File: src/design/hsl_pkg.sv
// Shared types and constants for the HSL to RGB converter.
// Depends on nothing; every other file of the block imports it.
package hsl_pkg;

	// Input fractions arrive with 16 fraction bits, so 1.0 is 65536.
	localparam int              IN_W        = 17;
	localparam int              IN_FRAC     = 16;
	localparam logic [IN_W-1:0] IN_FULL     = 17'h10000;

	// Output channel range and the scale applied before rounding.
	localparam int              LEVEL_W     = 8;
	localparam logic [7:0]      LEVEL_MAX   = 8'd255;
	localparam int              LEVEL_SCALE = 255;

	// The queue between the front and back parts.
	localparam int              Q_DEPTH     = 4;
	localparam int              Q_AW        = 2;
	localparam int              Q_CW        = 3;

	// Hue sector, i.e. which sixth of the color wheel the hue lies in.
	typedef enum logic [2:0] {
		SEC_RY = 3'd0,
		SEC_YG = 3'd1,
		SEC_GC = 3'd2,
		SEC_CB = 3'd3,
		SEC_BM = 3'd4,
		SEC_MR = 3'd5
	} sector_t;

endpackage

File: src/design/hsl_to_rgb_converter_top.sv
// Top level of the HSL to RGB converter: front classifier, queue and back
// arithmetic pipe. Depends on hsl_pkg, hsl_front, hsl_fifo and hsl_back.
//
//   channel   direction   handshake             word
//   input     in          in_valid / in_stall   hue_frac, sat_frac, light_frac
//   output    out         out_valid / out_stall red_level, green_level, blue_level
//
// One word is accepted per clock while in_stall is low, and one result
// word leaves per clock while out_stall is low. An accepted word passes
// one front stage, the queue, then four back stages (two multiplies,
// placement, scaling). There is no state between words and no clearing
// pass; reset only empties the pipe and the queue. A stall on the output
// freezes the back pipe, the four-entry queue absorbs the front's words,
// and in_stall rises once the queue is full and the front stage is held.
module hsl_to_rgb_converter_top #(
	parameter int FRAC_BITS = 16
) (
	input  logic                        clk,
	input  logic                        arst_n,
	input  logic                        in_valid,
	output logic                        in_stall,
	input  logic [hsl_pkg::IN_W-1:0]    hue_frac,
	input  logic [hsl_pkg::IN_W-1:0]    sat_frac,
	input  logic [hsl_pkg::IN_W-1:0]    light_frac,
	output logic                        out_valid,
	input  logic                        out_stall,
	output logic [hsl_pkg::LEVEL_W-1:0] red_level,
	output logic [hsl_pkg::LEVEL_W-1:0] green_level,
	output logic [hsl_pkg::LEVEL_W-1:0] blue_level
);
	import hsl_pkg::*;

	localparam int W  = FRAC_BITS + 1;
	// Queue word: sector, chroma span, saturation, hue weight, lightness.
	localparam int QW = 3 + 4 * W;

	sector_t       f_sector, b_sector;
	logic [W-1:0]  f_span, f_sat, f_weight, f_light;
	logic          q_push, q_full, q_pop, q_empty;
	logic [QW-1:0] q_wdata, q_rdata;

	hsl_front #(
		.FRAC_BITS (FRAC_BITS)
	) u_front (
		.clk         (clk),
		.arst_n      (arst_n),
		.in_valid    (in_valid),
		.in_stall    (in_stall),
		.hue_frac    (hue_frac),
		.sat_frac    (sat_frac),
		.light_frac  (light_frac),
		.q_push      (q_push),
		.q_full      (q_full),
		.sector      (f_sector),
		.chroma_span (f_span),
		.sat         (f_sat),
		.hue_weight  (f_weight),
		.light       (f_light)
	);

	assign q_wdata = {f_sector, f_span, f_sat, f_weight, f_light};

	hsl_fifo #(
		.WIDTH (QW)
	) u_queue (
		.clk       (clk),
		.arst_n    (arst_n),
		.push      (q_push),
		.push_data (q_wdata),
		.full      (q_full),
		.pop       (q_pop),
		.pop_data  (q_rdata),
		.empty     (q_empty)
	);

	assign b_sector = sector_t'(q_rdata[QW-1 -: 3]);

	hsl_back #(
		.FRAC_BITS (FRAC_BITS)
	) u_back (
		.clk         (clk),
		.arst_n      (arst_n),
		.q_empty     (q_empty),
		.q_pop       (q_pop),
		.sector      (b_sector),
		.chroma_span (q_rdata[4*W-1 -: W]),
		.sat         (q_rdata[3*W-1 -: W]),
		.hue_weight  (q_rdata[2*W-1 -: W]),
		.light       (q_rdata[W-1:0]),
		.out_valid   (out_valid),
		.out_stall   (out_stall),
		.red_level   (red_level),
		.green_level (green_level),
		.blue_level  (blue_level)
	);

endmodule

File: src/design/hsl_front.sv
// Front part of the HSL to RGB converter: accepts input words, clamps and
// scales them, and classifies the hue. Depends on hsl_pkg.
module hsl_front #(
	parameter int FRAC_BITS = 16
) (
	input  logic                          clk,
	input  logic                          arst_n,
	input  logic                          in_valid,
	output logic                          in_stall,
	input  logic [hsl_pkg::IN_W-1:0]      hue_frac,
	input  logic [hsl_pkg::IN_W-1:0]      sat_frac,
	input  logic [hsl_pkg::IN_W-1:0]      light_frac,
	output logic                          q_push,
	input  logic                          q_full,
	output hsl_pkg::sector_t              sector,
	output logic [FRAC_BITS:0]            chroma_span,
	output logic [FRAC_BITS:0]            sat,
	output logic [FRAC_BITS:0]            hue_weight,
	output logic [FRAC_BITS:0]            light
);
	import hsl_pkg::*;

	localparam int W = FRAC_BITS + 1;
	localparam logic [W-1:0] ONE_FX = W'(1) << FRAC_BITS;

	logic [IN_W-1:0] hue_cl, sat_cl, light_cl;
	logic [W-1:0]    hue_cv, sat_cv, light_cv;
	logic            accept;
	logic            valid_s1;
	logic [W-1:0]    hue_s1, sat_s1, light_s1;

	logic [W:0]      light2, one_ext, light_dist;
	logic [W+1:0]    h6;
	logic [2:0]      sector_raw;
	logic [W-1:0]    h_mod, h_dist;

	// Fractions above 1.0 are clamped to 1.0.
	assign hue_cl   = (hue_frac   > IN_FULL) ? IN_FULL : hue_frac;
	assign sat_cl   = (sat_frac   > IN_FULL) ? IN_FULL : sat_frac;
	assign light_cl = (light_frac > IN_FULL) ? IN_FULL : light_frac;

	if (FRAC_BITS >= IN_FRAC) begin : g_widen
		assign hue_cv   = W'(hue_cl)   << (FRAC_BITS - IN_FRAC);
		assign sat_cv   = W'(sat_cl)   << (FRAC_BITS - IN_FRAC);
		assign light_cv = W'(light_cl) << (FRAC_BITS - IN_FRAC);
	end else begin : g_narrow
		logic [IN_W-1:0] hue_sh, sat_sh, light_sh;
		assign hue_sh   = hue_cl   >> (IN_FRAC - FRAC_BITS);
		assign sat_sh   = sat_cl   >> (IN_FRAC - FRAC_BITS);
		assign light_sh = light_cl >> (IN_FRAC - FRAC_BITS);
		assign hue_cv   = hue_sh[W-1:0];
		assign sat_cv   = sat_sh[W-1:0];
		assign light_cv = light_sh[W-1:0];
	end

	// The stage holds its word until the queue has room.
	assign in_stall = valid_s1 & q_full;
	assign accept   = in_valid & ~in_stall;
	assign q_push   = valid_s1 & ~q_full;

	always_ff @(posedge clk or negedge arst_n) begin
		if (!arst_n) begin
			valid_s1 <= 1'b0;
		end else begin
			valid_s1 <= accept | (valid_s1 & q_full);
		end
	end

	always_ff @(posedge clk) begin
		if (accept) begin
			hue_s1   <= hue_cv;
			sat_s1   <= sat_cv;
			light_s1 <= light_cv;
		end
	end

	// Chroma span 1 - |2L - 1| and hue weight 1 - |(6H mod 2) - 1|.
	always_comb begin
		light2     = {light_s1, 1'b0};
		one_ext    = {1'b0, ONE_FX};
		light_dist = (light2 >= one_ext) ? (light2 - one_ext) : (one_ext - light2);
		h6         = {hue_s1, 2'b00} + {1'b0, hue_s1, 1'b0};
		sector_raw = h6[W+1:FRAC_BITS];
		h_mod      = h6[FRAC_BITS:0];
		h_dist     = (h_mod >= ONE_FX) ? (h_mod - ONE_FX) : (ONE_FX - h_mod);
		// A hue of exactly 1.0 lands in the last sector.
		sector     = (sector_raw > SEC_MR) ? SEC_MR : sector_t'(sector_raw);
		chroma_span = ONE_FX - light_dist[W-1:0];
		hue_weight  = ONE_FX - h_dist;
	end

	assign sat   = sat_s1;
	assign light = light_s1;

	a_sector_clamped : assert property (@(posedge clk) disable iff (!arst_n)
		q_push |-> (sector <= SEC_MR))
		else $error("front: hue sector out of range");

endmodule

File: src/design/hsl_fifo.sv
// Short register queue between the front and back parts of the converter.
// Depends on hsl_pkg for its depth.
module hsl_fifo #(
	parameter int WIDTH = 71
) (
	input  logic             clk,
	input  logic             arst_n,
	input  logic             push,
	input  logic [WIDTH-1:0] push_data,
	output logic             full,
	input  logic             pop,
	output logic [WIDTH-1:0] pop_data,
	output logic             empty
);
	import hsl_pkg::*;

	logic [WIDTH-1:0] entry_q [Q_DEPTH];
	logic [Q_AW-1:0]  wr_ptr_q, rd_ptr_q;
	logic [Q_CW-1:0]  count_q;
	logic             push_ok, pop_ok;

	assign full     = (count_q == Q_CW'(Q_DEPTH));
	assign empty    = (count_q == '0);
	assign push_ok  = push & ~full;
	assign pop_ok   = pop & ~empty;
	assign pop_data = entry_q[rd_ptr_q];

	always_ff @(posedge clk or negedge arst_n) begin
		if (!arst_n) begin
			wr_ptr_q <= '0;
			rd_ptr_q <= '0;
			count_q  <= '0;
		end else begin
			if (push_ok) begin
				wr_ptr_q <= wr_ptr_q + 1'b1;
			end
			if (pop_ok) begin
				rd_ptr_q <= rd_ptr_q + 1'b1;
			end
			count_q <= count_q + Q_CW'(push_ok) - Q_CW'(pop_ok);
		end
	end

	always_ff @(posedge clk) begin
		if (push_ok) begin
			entry_q[wr_ptr_q] <= push_data;
		end
	end

	a_count_bound : assert property (@(posedge clk) disable iff (!arst_n)
		count_q <= Q_CW'(Q_DEPTH))
		else $error("queue: occupancy above depth");

	a_count_track : assert property (@(posedge clk) disable iff (!arst_n)
		(push_ok && !pop_ok) |=> (count_q == $past(count_q) + 1'b1))
		else $error("queue: occupancy did not follow a push");

endmodule

File: src/design/hsl_back.sv
// Back part of the HSL to RGB converter: chroma and X multiplies, sector
// placement, scaling to eight-bit levels. Depends on hsl_pkg.
module hsl_back #(
	parameter int FRAC_BITS = 16
) (
	input  logic                           clk,
	input  logic                           arst_n,
	input  logic                           q_empty,
	output logic                           q_pop,
	input  hsl_pkg::sector_t               sector,
	input  logic [FRAC_BITS:0]             chroma_span,
	input  logic [FRAC_BITS:0]             sat,
	input  logic [FRAC_BITS:0]             hue_weight,
	input  logic [FRAC_BITS:0]             light,
	output logic                           out_valid,
	input  logic                           out_stall,
	output logic [hsl_pkg::LEVEL_W-1:0]    red_level,
	output logic [hsl_pkg::LEVEL_W-1:0]    green_level,
	output logic [hsl_pkg::LEVEL_W-1:0]    blue_level
);
	import hsl_pkg::*;

	localparam int W  = FRAC_BITS + 1;
	localparam int PW = W + 10;
	localparam logic [W-1:0]  ONE_FX = W'(1) << FRAC_BITS;
	localparam logic [PW-1:0] HALF   = PW'(1) << (FRAC_BITS - 1);

	logic            adv;
	logic            valid_s1, valid_s2, valid_s3, valid_s4;
	logic [2*W-1:0]  c_prod, x_prod;
	logic [W-1:0]    c_s1, hw_s1, light_s1;
	sector_t         sec_s1, sec_s2, sec_s3;
	logic [W-1:0]    c_s2, x_s2, m_s2;
	logic [W-1:0]    r_pick, g_pick, b_pick;
	logic [W:0]      red_s3, green_s3, blue_s3;
	logic [7:0]      red_s4, green_s4, blue_s4;

	function automatic logic [7:0] to_level(input logic [W:0] v);
		logic [PW-1:0] p;
		logic [9:0]    q;
		p = PW'(v) * PW'(LEVEL_SCALE) + HALF;
		q = p[FRAC_BITS +: 10];
		return (q > 10'(LEVEL_MAX)) ? LEVEL_MAX : q[7:0];
	endfunction

	// The whole pipe moves together unless a finished word is held.
	assign adv       = ~(valid_s4 & out_stall);
	assign q_pop     = adv & ~q_empty;
	assign c_prod    = (2*W)'(chroma_span) * (2*W)'(sat);
	assign x_prod    = (2*W)'(c_s1) * (2*W)'(hw_s1);

	always_ff @(posedge clk or negedge arst_n) begin
		if (!arst_n) begin
			valid_s1 <= 1'b0;
			valid_s2 <= 1'b0;
			valid_s3 <= 1'b0;
			valid_s4 <= 1'b0;
		end else if (adv) begin
			valid_s1 <= ~q_empty;
			valid_s2 <= valid_s1;
			valid_s3 <= valid_s2;
			valid_s4 <= valid_s3;
		end
	end

	always_comb begin
		unique case (sec_s2)
			SEC_RY: begin r_pick = c_s2; g_pick = x_s2; b_pick = '0;   end
			SEC_YG: begin r_pick = x_s2; g_pick = c_s2; b_pick = '0;   end
			SEC_GC: begin r_pick = '0;   g_pick = c_s2; b_pick = x_s2; end
			SEC_CB: begin r_pick = '0;   g_pick = x_s2; b_pick = c_s2; end
			SEC_BM: begin r_pick = x_s2; g_pick = '0;   b_pick = c_s2; end
			default: begin r_pick = c_s2; g_pick = '0;  b_pick = x_s2; end
		endcase
	end

	always_ff @(posedge clk) begin
		if (adv) begin
			// Stage 1: chroma C = span * S.
			c_s1     <= c_prod[2*FRAC_BITS -: W];
			hw_s1    <= hue_weight;
			light_s1 <= light;
			sec_s1   <= sector;
			// Stage 2: X = C * weight and offset m = L - C/2.
			x_s2     <= x_prod[2*FRAC_BITS -: W];
			m_s2     <= light_s1 - (c_s1 >> 1);
			c_s2     <= c_s1;
			sec_s2   <= sec_s1;
			// Stage 3: place C and X by sector and add the offset.
			red_s3   <= {1'b0, r_pick} + {1'b0, m_s2};
			green_s3 <= {1'b0, g_pick} + {1'b0, m_s2};
			blue_s3  <= {1'b0, b_pick} + {1'b0, m_s2};
			sec_s3   <= sec_s2;
			// Stage 4: scale, round half up and saturate.
			red_s4   <= to_level(red_s3);
			green_s4 <= to_level(green_s3);
			blue_s4  <= to_level(blue_s3);
		end
	end

	assign out_valid   = valid_s4;
	assign red_level   = red_s4;
	assign green_level = green_s4;
	assign blue_level  = blue_s4;

	a_chroma_le_one : assert property (@(posedge clk) disable iff (!arst_n)
		valid_s1 |-> (c_s1 <= ONE_FX))
		else $error("back: chroma above one");

	a_x_le_chroma : assert property (@(posedge clk) disable iff (!arst_n)
		valid_s2 |-> (x_s2 <= c_s2) && (m_s2 <= ONE_FX))
		else $error("back: X above chroma or offset above one");

	a_sector_kept : assert property (@(posedge clk) disable iff (!arst_n)
		(valid_s3 && adv) |-> (sec_s3 <= SEC_MR))
		else $error("back: sector code lost in pipe");

endmodule

File: config.mk
export PLATFORM = sky130hd
export DESIGN_NAME = hsl_to_rgb_converter_top
export DESIGN_NICKNAME = d
export VERILOG_FILES = /design/src/design/hsl_pkg.sv /design/src/design/hsl_to_rgb_converter_top.sv /design/src/design/hsl_front.sv /design/src/design/hsl_fifo.sv /design/src/design/hsl_back.sv
export SDC_FILE = /design/constraint.sdc
export NUM_CORES = 2
export LEC_CHECK = 0
export BUFFER_PORTS_ARGS = -buffer_cell sky130_fd_sc_hd__buf_2
export CAP_MARGIN = 40
export CORE_MARGIN = 2
export CORE_UTILIZATION = 56
export CTS_CLUSTER_SIZE = 20
export DETAILED_ROUTE_END_ITERATION = 16
export GPL_ROUTABILITY_DRIVEN = 0
export PLACE_DENSITY = 0.76
export SYNTH_ARGS = -nofsm -noshare
export SYNTH_HDL_FRONTEND = slang
export SYNTH_SLANG_ARGS = --single-unit
File: constraint.sdc
create_clock -name clk -period 16.31 [get_ports clk]
set_input_delay 4.893 -clock clk [delete_from_list [all_inputs] [get_ports clk]]
set_output_delay 4.893 -clock clk [all_outputs]
set_load 0.02 [all_outputs]
* Word-level counts from Yosys, hierarchy flattened
Memories as Yosys holds them, arrays and structs flattened.
Cells that the tools add are included.
** Cells by class
- Add/subtract/negate cells :: 18
- Multipliers :: 5
- Equality and inequality tests :: 5
- Muxes and demuxes :: 8
- Order comparisons :: 9
- Bitwise gates (word level) :: 12
- Reduce and logical (&&, ||, !) cells :: 8
** Operators with widths (count)
- $pmux W17 S2 :: 3
- $add A26 B16 Y26 const B :: 3
- $mul A18 B8 Y26 const B :: 3
- $sub A17 B17 Y17 const A :: 4
- $mul A17 B17 Y33 :: 2
- $add A17 B17 Y18 :: 3
- $gt A17 B17 Y1 const B :: 3
- $mux W17 :: 2
- $sub A17 B17 Y17 const B :: 2
- $gt A10 B8 Y1 const B :: 3
- $add A19 B18 Y19 :: 1
- $ge A18 B17 Y1 const B :: 1
- $ge A17 B17 Y1 const B :: 1
- $sub A17 B16 Y17 :: 1
- $reduce_or A2 Y1 :: 6
- $and A1 B1 Y1 :: 7
- $eq A3 B2 Y1 const B :: 2
- $eq A3 B3 Y1 const B :: 2
- $logic_not A3 Y1 :: 2
- $add A2 B1 Y2 const B :: 2
- $not A1 Y1 :: 4
- $add A3 B1 Y3 :: 1
- $eq A3 B1 Y1 const B :: 1
- $gt A3 B3 Y1 const B :: 1
- 4 further kinds :: 5
** Storage, ports and cells
- Memories :: 1
- Input bits :: 55
- Word-level logic and storage cells :: 91
- Output and inout bits :: 26
- Bits in writable memories :: 284
- Bits in registers :: 249
** Memory list
- u_queue.entry_q :: words 4, width 71, rd ports 1, clocked after Yosys merged registers in 0, wr ports 1, line hsl_fifo.sv:17 : logic [WIDTH-1:0] entry_q [Q_DEPTH];

* Depth between registers and ports, before layout
- Depth in word-level cells :: 6
- Mapped depth :: 31
- Depth with buffers taken out :: 27

* By module
From an unflattened synthesis, not the netlist that was laid out.
** Second synthesis, totals
- Cells, all modules :: 4541
- Area total of the unflattened synthesis :: 51744.6 µm²
** Modules (own cells, without submodules)
- hsl_back :: times used 1, area an instance 36237.3 µm², cells each 3613
- hsl_fifo :: times used 1, area an instance 10785.3 µm², cells each 412
- hsl_front :: times used 1, area an instance 4722.0 µm², cells each 516

* Worst setup path before layout
OpenSTA, ideal clock, no wires.
- Path type :: input -> register
- Start point :: input out_stall
- End point :: register u_queue.count_q[2]
- Path buffers :: 0
- Setup slack :: 5.617 ns
- Arrival :: 10.568 ns
- Stages on the path :: 9
- Cells stage by stage :: nand2_1 o31a_1 ha_1 inv_1 ha_1 inv_1 fa_1 xnor2_1 xnor2_1
** Between the ends
- Word-level cells in the longest chain between the ends :: 5
** Ends and longest elaborated chain
- start: declaration :: line hsl_to_rgb_converter_top.sv:26 : input logic out_stall,
- $and A1 B1 Y1 :: line hsl_back.sv:47 : assign adv = ~(valid_s4 & out_stall);
- $not A1 Y1 :: line hsl_back.sv:47
- $and A1 B1 Y1 :: line hsl_back.sv:48 : assign q_pop = adv & ~q_empty;
- $and A1 B1 Y1 :: line hsl_fifo.sv:25 : assign pop_ok = pop & ~empty;
- named net u_queue.pop_ok :: line hsl_fifo.sv:20 : logic push_ok, pop_ok;
- $sub A3 B1 Y3 :: line hsl_fifo.sv:40 : count_q <= count_q + Q_CW'(push_ok) - Q_CW'(pop_ok);
- end signal: assignment :: line hsl_fifo.sv:40
- end: declaration :: line hsl_fifo.sv:19 : logic [Q_CW-1:0] count_q;
The timed path passes the listed nets, and every way through them passes these cells.
A chain may end at the register's enable or synchronous reset.

* Worst setup path after layout
- Start point :: register u_queue.rd_ptr_q[1]
- End point :: register u_back.c_s1[16] (data pin)
** Between the ends
- Word-level cells in the longest chain between the ends :: 2
** Ends and longest elaborated chain
- start: declaration :: line hsl_fifo.sv:18 : logic [Q_AW-1:0] wr_ptr_q, rd_ptr_q;
- start signal: assignment :: line hsl_fifo.sv:38 : rd_ptr_q <= rd_ptr_q + 1'b1;
- $mem_v2 Z4 W71
- $mul A17 B17 Y33 :: line hsl_back.sv:49 : assign c_prod = (2*W)'(chroma_span) * (2*W)'(sat);
- named net u_back.c_prod[32] :: line hsl_back.sv:30 : logic [2*W-1:0] c_prod, x_prod;
- end signal: assignment :: line hsl_back.sv:80 : c_s1 <= c_prod[2*FRAC_BITS -: W];
- end: declaration :: line hsl_back.sv:31 : logic [W-1:0] c_s1, hw_s1, light_s1;
The timed path passes the listed nets, and every way through them passes these cells.

==> flow_metrics.py <==
metrics = {
    "setup_path": {
        "crit_arrival_ns": 9.27,
        "critical_path_required_ns": 16.71,
        "crit_chain": "buf_4 > mux4_2 > nor2b_1 > fa_1 > inv_1 > fa_1 > fa_1 > inv_1 > fa_1 > fa_1 > inv_1 > fa_1 > inv_1 > ha_1 > a21oi_1 > nand2_1 > a2111oi_0 > nor3_1 > o2111ai_1 > a31oi_1 > nor4_1 > nor4b_1 > a31o_2 > xnor2_1",
        "crit_family": "adder cells",
        "crit_path_max_incr_delay_ns": 0.81,
        "cp_max_fo": 58,
        "path_buf_inv": 5,
        "path_common_cell": "fa_1",
        "cp-end-kind": "register",
        "cp-start-kind": "register",
        "slowest_stage": "a2111oi_0",
        "worstSetupPathType": "register to register",
    },
    "sta": {
        "period_share_pct": 54.4,
        "fin_worst_skew_ns": 0.0639,
        "finalMaxSlewViolations": 0,
        "fin_setup_tns_ns": 0,
        "max_freq_mhz": 113,
        "relSlewSlack_pct": 37.3,
        "fin_crit_ns": 8.87,
        "tightest_slew_ns": 0.917,
        "setup_violations": 0,
        "rsz0062_at_grt": "no",
        "final_hold_viol_count": 0,
    },
    "cells_and_area": {
        "final_layout_size_suffix_gt1_share_pct": 7.09,
        "fillers": 7038,
        "final_cell_mix": "inv_1 (946), fa_1 (655), edfxtp_1 (508)",
        "design_area_mm2": 0.0533,
        "area_growth_pct": 7.51,
        "final_common_cell": "inv_1",
        "n_antenna_cell": 0,
        "fin_util_pct": 60.5,
        "fin_nets": 5640,
    },
    "yosys": {
        "synth_cells": 4393,
        "muxShareOfSynthArea_pct": 3.28,
        "synthFlopType": "edfxtp_1",
        "synth_compound_area_share_pct": 5.94,
        "synthXorXnorAreaFrac_pct": 3.25,
        "synth_top_family_by_area": "adder cells",
        "synth_seq_area_share_pct": 31.4,
        "synth_async_sr_flop_share_pct": 2.31,
        "synth_adder_area_share_pct": 38.4,
        "yosysWarnings": 0,
        "yosys.cell_types.count": 78,
        "synth-edff-count": 508,
        "postSynthAreaPerCell_um2": 11.3,
        "syn_area_mm2": 0.0496,
        "ys_ff_latch": 520,
        "synth_nets": 5577,
        "synth-simple-area-share_pct": 9.71,
    },
    "detailed_routing": {
        "drt-vias-per-instance": 5.45,
        "vias": 30800,
        "drt-initial-drc-count": 1870,
        "ant_nets": 0,
        "wl_per_cell_um": 17.4,
        "drt_wl_total_um": 98600,
        "firstDrtPassIters": 6,
        "drc": 0,
    },
    "clock_network": {
        "ctsResizeCount": 0,
        "holdBufCountCts": 0,
        "cts_inserted_buffers": 56,
        "cts.sinks": 520,
        "root_buffer": "clkbuf_16",
        "insertion_delay_ns": 0.65,
        "cts_tree": "built",
        "cts.clk_slew.worst_paths_ns": 0.06,
        "clk_path_buf_depth": 3,
        "cts_setup_buffers": 0,
        "htreeDepth": 2,
    },
    "placement": {
        "dp_hpwl_um": 75800,
        "placed_area_mm2": 0.0514,
        "io_buffers": 80,
    },
    "global_route": {
        "grtUsageTotal_pct": 22.6,
        "grt-ovfl-total": 0,
        "grt_max_degree": 65,
        "first_global_vias": 32800,
        "grt_pass1_wl_um": 164000,
        "grt_antenna_before_repair": 2,
    },
    "floorplanning": {
        "die-width_um": 302,
        "die-area_mm2": 0.0909,
        "num_rows": 109,
        "core_mm2": 0.0881,
        "io_pins": 81,
        "initial_utilization_pct": 56.3,
        "die_h_um": 302,
    },
    "run": {
        "cap_violations": 0,
    },
    "status": {
        "outcome": "finished, final reports clean",
    },
    "min_path": {
        "hp-class": "register to register",
    },
}
[logic make-up after synthesis]
logic type / after synthesis
fa+ha+maj: 1129
buf+inv: 1056
simple gates: 987
flops: 520
compound gates: 432
xor+xnor: 183
mux: 86
[state kept, by name (all words and copies together), names as in the netlist, 18 cells and up]
name and flops:
u_back.blue_s3 18, u_queue.entry_q 272, u_back.green_s3 18, u_back.red_s3 18
[path summary, 6_finish.rpt]
path	start	slack, ns	end	cells after the start
max in group asynchronous	arst_n	11.87	u_queue.rd_ptr_q[0]$_DFFE_PN0P_	1
max reg2reg	u_queue.rd_ptr_q[1]$_DFFE_PN0P_	7.44	u_back.c_s1[16]$_DFFE_PN_	24
min	u_back.sec_s1[1]$_DFFE_PN_	0.42	u_back.sec_s2[1]$_DFFE_PN_	0
max	u_queue.rd_ptr_q[1]$_DFFE_PN0P_	7.44	u_back.c_s1[16]$_DFFE_PN_	24
min in group asynchronous	arst_n	4.16	u_queue.wr_ptr_q[0]$_DFFE_PN0P_	1
min reg2reg	u_back.sec_s1[1]$_DFFE_PN_	0.42	u_back.sec_s2[1]$_DFFE_PN_	0
[through the flow]
stage	setup WS, ns	hold WS [ns]	std cells
after floorplan	5.62	0.400	4393
after global placement	7.42	0.401	5554
after detailed placement	7.48	0.413	5563
after CTS	7.49	0.428	5664
after global routing	7.09	0.440	5664
final	7.44	0.425	5664
[area by class of cell]
class / instances / area [um2] / area share, %
sequential: 520 / 15600 / 29.2
inverter: 946 / 3550 / 6.66
clock inverter: 37 / 438 / 0.822
clock buffer: 64 / 1450 / 2.73
timing repair buffer: 115 / 773 / 1.45
tap: 1165 / 1460 / 2.74
multi-input combinational: 2817 / 30100 / 56.4
[synthesized netlist by cell type (7+ instances only)]
master	number	area, um2
a211o_1	7	61.3
a211oi_1	11	82.6
a21boi_0	7	52.6
a21o_1	52	390
a21oi_1	91	455
a22o_1	33	289
a31o_2	12	105
a31oi_1	13	81.3
and2_1	198	1240
and3_1	16	100
buf_1	9	33.8
clkbuf_1	96	360
dfrtp_1	12	300
edfxtp_1	508	15300
fa_1	655	13100
ha_1	474	5930
inv_1	946	3550
mux2_2	13	146
mux2i_1	13	130
mux4_2	60	1350
nand2_1	422	1580
nand2b_1	27	169
nand3_1	24	120
nand4_1	7	43.8
nor2_1	120	450
nor2b_1	70	438
nor3_1	38	190
nor4_1	17	106
o2111ai_1	9	78.8
o211ai_1	7	52.6
o21a_1	22	165
o21ai_0	85	425
o21bai_1	24	180
o31ai_1	10	75.1
or2_2	14	87.6
xnor2_1	118	1030
xor2_1	64	561
[layer usage]
layer | wire length, um | vias to the layer above | part of all wire [%] | GRT usage (%)
li1 | - | 14300 | - | -
met1 | 41800 | 15500 | 42 | 29.9
met2 | 49800 | 818 | 51 | 39.7
met3 | 4730 | 166 | 4.8 | 2.56
met4 | 2210 | 2 | 2.2 | 5.82
met5 | 16 | - | 0.016 | 0
[worst register-to-register path, delay by kind of cell, from the launching register on]
family / cells / cell delay (ns)
DFF: 1 / 0.75
xor gates and xnor gates: 1 / 0.13
AOI/OAI and AO/OA: 5 / 1.77
and+or+nand+nor: 5 / 1.00
muxes: 1 / 0.68
buffers and inverters: 5 / 0.92
adders and majority gates: 7 / 3.37
Power is left out: the tool's default activity adds up to more than one toggle a clock period on the data nets, which glitch-free logic cannot reach.
